### src/rtl/m4x_pkg.sv
// Package for the 4x4 fixed-point matrix engine: command codes, widths,
// controller state type and the controller-to-datapath command struct.
// No dependencies.
`default_nettype none
package m4x_pkg;
  localparam int DEF_FRAC_BITS = 16;
  localparam int MAT_DIM       = 4;
  localparam int NUM_ENTRIES   = MAT_DIM * MAT_DIM;
  localparam int DATA_W        = 32;

  typedef enum logic [2:0] {
    CMD_WR_CUR  = 3'd0,
    CMD_WR_OPND = 3'd1,
    CMD_MUL     = 3'd2,
    CMD_ADD     = 3'd3,
    CMD_SCALE   = 3'd4,
    CMD_TRANSP  = 3'd5,
    CMD_XFORM   = 3'd6,
    CMD_READ    = 3'd7
  } cmd_t;

  typedef enum logic [1:0] {
    ST_IDLE = 2'd0,
    ST_RUN  = 2'd1,
    ST_DONE = 2'd2
  } state_t;

  typedef struct packed {
    logic       load;   // capture the accepted transaction
    logic       step;   // run one step (one output entry / component)
    logic [3:0] idx;    // step index
    logic       clr;    // clear the accumulated overflow
  } dp_ctl_t;
endpackage
`default_nettype wire

### src/rtl/m4x_ctrl.sv
// Controller for the matrix engine: sequences one command over steps.
// Depends on m4x_pkg.
`default_nettype none
module m4x_ctrl (
  input  wire logic            clk,
  input  wire logic            rst,
  input  wire logic            in_fire,
  input  wire logic [2:0]      in_cmd,
  input  wire logic            out_fire,
  output m4x_pkg::dp_ctl_t     ctl,
  output logic                 busy,
  output logic                 done
);
  import m4x_pkg::*;

  state_t     state, state_next;
  logic [3:0] cnt, cnt_next;
  logic [3:0] last, last_next;

  always_comb begin
    state_next = state;
    cnt_next   = cnt;
    last_next  = last;
    case (state)
      ST_IDLE: begin
        if (in_fire) begin
          state_next = ST_RUN;
          cnt_next   = '0;
          case (cmd_t'(in_cmd))
            CMD_MUL, CMD_ADD, CMD_SCALE, CMD_TRANSP: last_next = 4'd15;
            CMD_XFORM: last_next = 4'd2;
            default:   last_next = 4'd0;
          endcase
        end
      end
      ST_RUN: begin
        cnt_next = cnt + 4'd1;
        if (cnt == last) state_next = ST_DONE;
      end
      ST_DONE: begin
        if (out_fire) state_next = ST_IDLE;
      end
      default: state_next = ST_IDLE;
    endcase
  end

  always_comb begin
    ctl.load = (state == ST_IDLE) && in_fire;
    ctl.clr  = ctl.load;
    ctl.step = (state == ST_RUN);
    ctl.idx  = cnt;
    busy     = (state != ST_IDLE);
    done     = (state == ST_DONE);
  end

  always_ff @(posedge clk) begin
    if (rst) begin
      state <= ST_IDLE;
      cnt   <= '0;
      last  <= '0;
    end else begin
      state <= state_next;
      cnt   <= cnt_next;
      last  <= last_next;
    end
  end
endmodule
`default_nettype wire

### config.mk
export PLATFORM = sky130hd
export DESIGN_NAME = m4x_ctrl
export DESIGN_NICKNAME = d
export VERILOG_FILES = /design/src/rtl/m4x_pkg.sv /design/src/rtl/m4x_ctrl.sv
export SDC_FILE = /design/constraint.sdc
export NUM_CORES = 1
export LEC_CHECK = 0
export BUFFER_PORTS_ARGS = -buffer_cell sky130_fd_sc_hd__buf_2
export CAP_MARGIN = 10
export CORE_AREA = 2 2 39 41
export DETAILED_ROUTE_END_ITERATION = 16
export DIE_AREA = 0 0 41 43
export SLEW_MARGIN = 15
export SYNTH_ARGS = -nofsm -noshare
export SYNTH_HDL_FRONTEND = slang
export SYNTH_SLANG_ARGS = --single-unit
### constraint.sdc
create_clock -name clk -period 1.8 [get_ports clk]
set_input_delay 0.27 -clock clk [delete_from_list [all_inputs] [get_ports clk]]
set_output_delay 0.27 -clock clk [all_outputs]
set_load 0.02 [all_outputs]
==> qor.yml <==
outcome:
  status: "complete, no violations"
timing:
  fin_crit_sh_pct: 83.17
  drv_slew: 0
  tightest_slew_ns: 0.3293
  fmax_mhz: 668.0
  min_period_ns: 1.497
  tns_ns: 0
  grt_setup_unrepaired: "false"
  relSlewSlack_pct: 77.97
  finalWorstSetupSlack_ns: 0.3030
  finalSetupViolations: 0
  finalClockSkew_ns: 0.002065
  hold_viol_final: 0
global_route:
  grt_start_max_net_pins: 12
  antenna_found_initial: 0
  grt_pass1_wl_um: 1531
  grt_pass1_vias: 355
  global_route.overflow_total: 0
  grtUsageTotal_pct: 13.28
setup_path:
  startpoint_type: "flop"
  crit_type: "flop to output pin"
  endpoint_kind: "output pin"
  arrival_ns: 1.23
  cp_data_required_time_ns: 1.53
  path_max_fanout: 8
floorplanning:
  initial_core_util_pct: 32.46
  die_area_mm2: 0.001763
  die_x_um: 41
  rows: 14
  io_pins: 16
  core-area_mm2: 0.001384
  die_height_um: 43
finish:
  diodes: 0
  syn2layout_area_growth_pct: 23.68
  drive_gt1_share_pct: 36.51
  multiInputGateArea_um2: 266.5
  ff_latch_area_um2: 160.2
  layout.nets: 73
  num-fill-cells: 138
place:
  dp_hpwl_um: 659.3
  place.gp.congestion: 0.6735
  port_buffers: 15
  place_ws_ns: 0.3941
detailed_routing:
  vias: 407
  drc_errors: 0
  ant_nets: 0
  wl_um: 892
  viasPerCell: 5.152
  first_pass_iters: 4
  drt-initial-drc-count: 2
  wl_per_cell_um: 11.29
yosys:
  synth_top_area_share_pct: 35.65
  netlist_area_um2: 449.2
  yosys_most_used_dff: "dfxtp_1"
  synth.avg_cell_area_um2: 9.557
  syn_inst: 47
  synth_top_cell_by_area: "dfxtp_1"
  seq_area_frac_synth_pct: 35.65
  synth_area_leaders: "dfxtp_1 (36%), nand3b_1 (6.7%), a2111oi_4 (6.1%), a211oi_1 (3.3%), buf_4 (3.3%)"
  yosysWarnings: 0
  syn-num-nets: 55
  async_flop_share_pct: 0
  synth.distinct_cells: 28
  synth_seq_cells: 8
  synth_edf_count: 0
clocking:
  cts_made_buffers: 3
  htree_levels: 1
  cts_setup_buffers: 0
  numClockSinks: 8
  clockBufferDepth: 2
  cts_root_buf: "clkbuf_4"
  cts_tree: "yes"
  ctsHoldBuffers: 0
  path_clk_slew_ns: 0.06
  insertion_delay_ns: 0.25
  cts_resized: 0
pwr:
  leakagePower_uw: 0.0002445
  powerDensity_mw_per_mm2: 852.7
  vdd_drop_max_mv: 0.4114
run:
  maxCapViolations: 0
worst_hold_path:
  hold_path_class: "input pin to flop"
## Yosys cell counts, drive strengths merged, types with 2 or more instances
master  n
nand2b  2
nand3   2
nand2   2
a21oi   2
o211ai  2
a211oi  2
dfxtp   8
buf     2
nor2    3
nand3b  4
## critical path, cell delays in order, from the launching register on
cell	delay (ns)
dfxtp_1	0.47
nand2b_1	0.18
inv_1	0.15
buf_2	0.18
## registers in the layout (all words and copies together), names as in the netlist
signal / count
cnt: 4
last: 2
state: 2
## power breakdown
group	switching [uW]	internal, uW
registers	17.5	191
logic	72.0	56.4
clock network	61.0	76.3
## metal layers
| metal | up-vias | track usage (%) | wire, um |
|---|---|---|---|
| met5 | - | 0 | 0 |
| met4 | 0 | 4.000 | 0 |
| met3 | 0 | 9.424 | 82 |
| met2 | 15 | 18.13 | 392 |
| met1 | 185 | 16.18 | 417 |
| li1 | 207 | - | - |
## per-stage QoR
step / area [um^2] / utilization [%] / hold WS [ns] / total power, uW / cells
finish: 555.5 / 40.14 / 0.3314 / 473.7 / 79
global route: 555.5 / 40.14 / 0.3261 / 510.4 / 79
CTS: 555.5 / 40.14 / 0.3271 / 482.0 / 79
floorplan: 449.2 / - / 0.4580 / 308.2 / 47
global placement: 533.0 / 38.52 / 0.4739 / 341.8 / 76
detailed placement: 533.0 / 38.52 / 0.4834 / 340.9 / 76
## worst paths after layout
| kind | startpoint | cells after the start | slack, ns | to |
|---|---|---|---|---|
| max | state[0]$_SDFFE_PP0P_ | 3 | 0.30 | ctl[5] |
| min | out_fire | 3 | 0.33 | state[1]$_SDFFE_PP0P_ |
| min reg2reg | last[1]$_SDFFE_PP0P_ | 2 | 0.49 | last[1]$_SDFFE_PP0P_ |
| max reg2reg | cnt[3]$_SDFFE_PP0P_ | 3 | 0.38 | state[1]$_SDFFE_PP0P_ |
## layout make-up
class | instances | area share (%)
well taps | 16 | 3.604
inverters | 1 | 0.6757
repair buffers | 16 | 14.86
clock buffers | 3 | 4.054
multi-input cells | 35 | 47.97
flip-flops and latches | 8 | 28.83
## cells in the final DEF, fill, tap and decap left out, types with 2 or more instances in the layout
master,netlist,layout
dfxtp_1,8,8
nand3_1,2,2
nand2b_1,2,2
a211oi_1,2,2
buf_2,0,15
nand3b_1,4,4
nor2_1,3,3
a21oi_1,2,2
o211ai_1,2,2
clkbuf_4,0,3
nand2_1,2,2
## cell families after synthesis
group	Yosys count	share of synthesized area [%]
flip-flops	8	35.65
multiplexers	1	2.229
XOR/XNOR	2	3.900
adder cells (fa/ha/maj)	1	2.785
AO/OA/AOI/OAI	10	19.78
AND/OR/NAND/NOR	21	30.64
buffers and inverters	4	5.011
No activity file was read; power rests on OpenSTA's default activity.
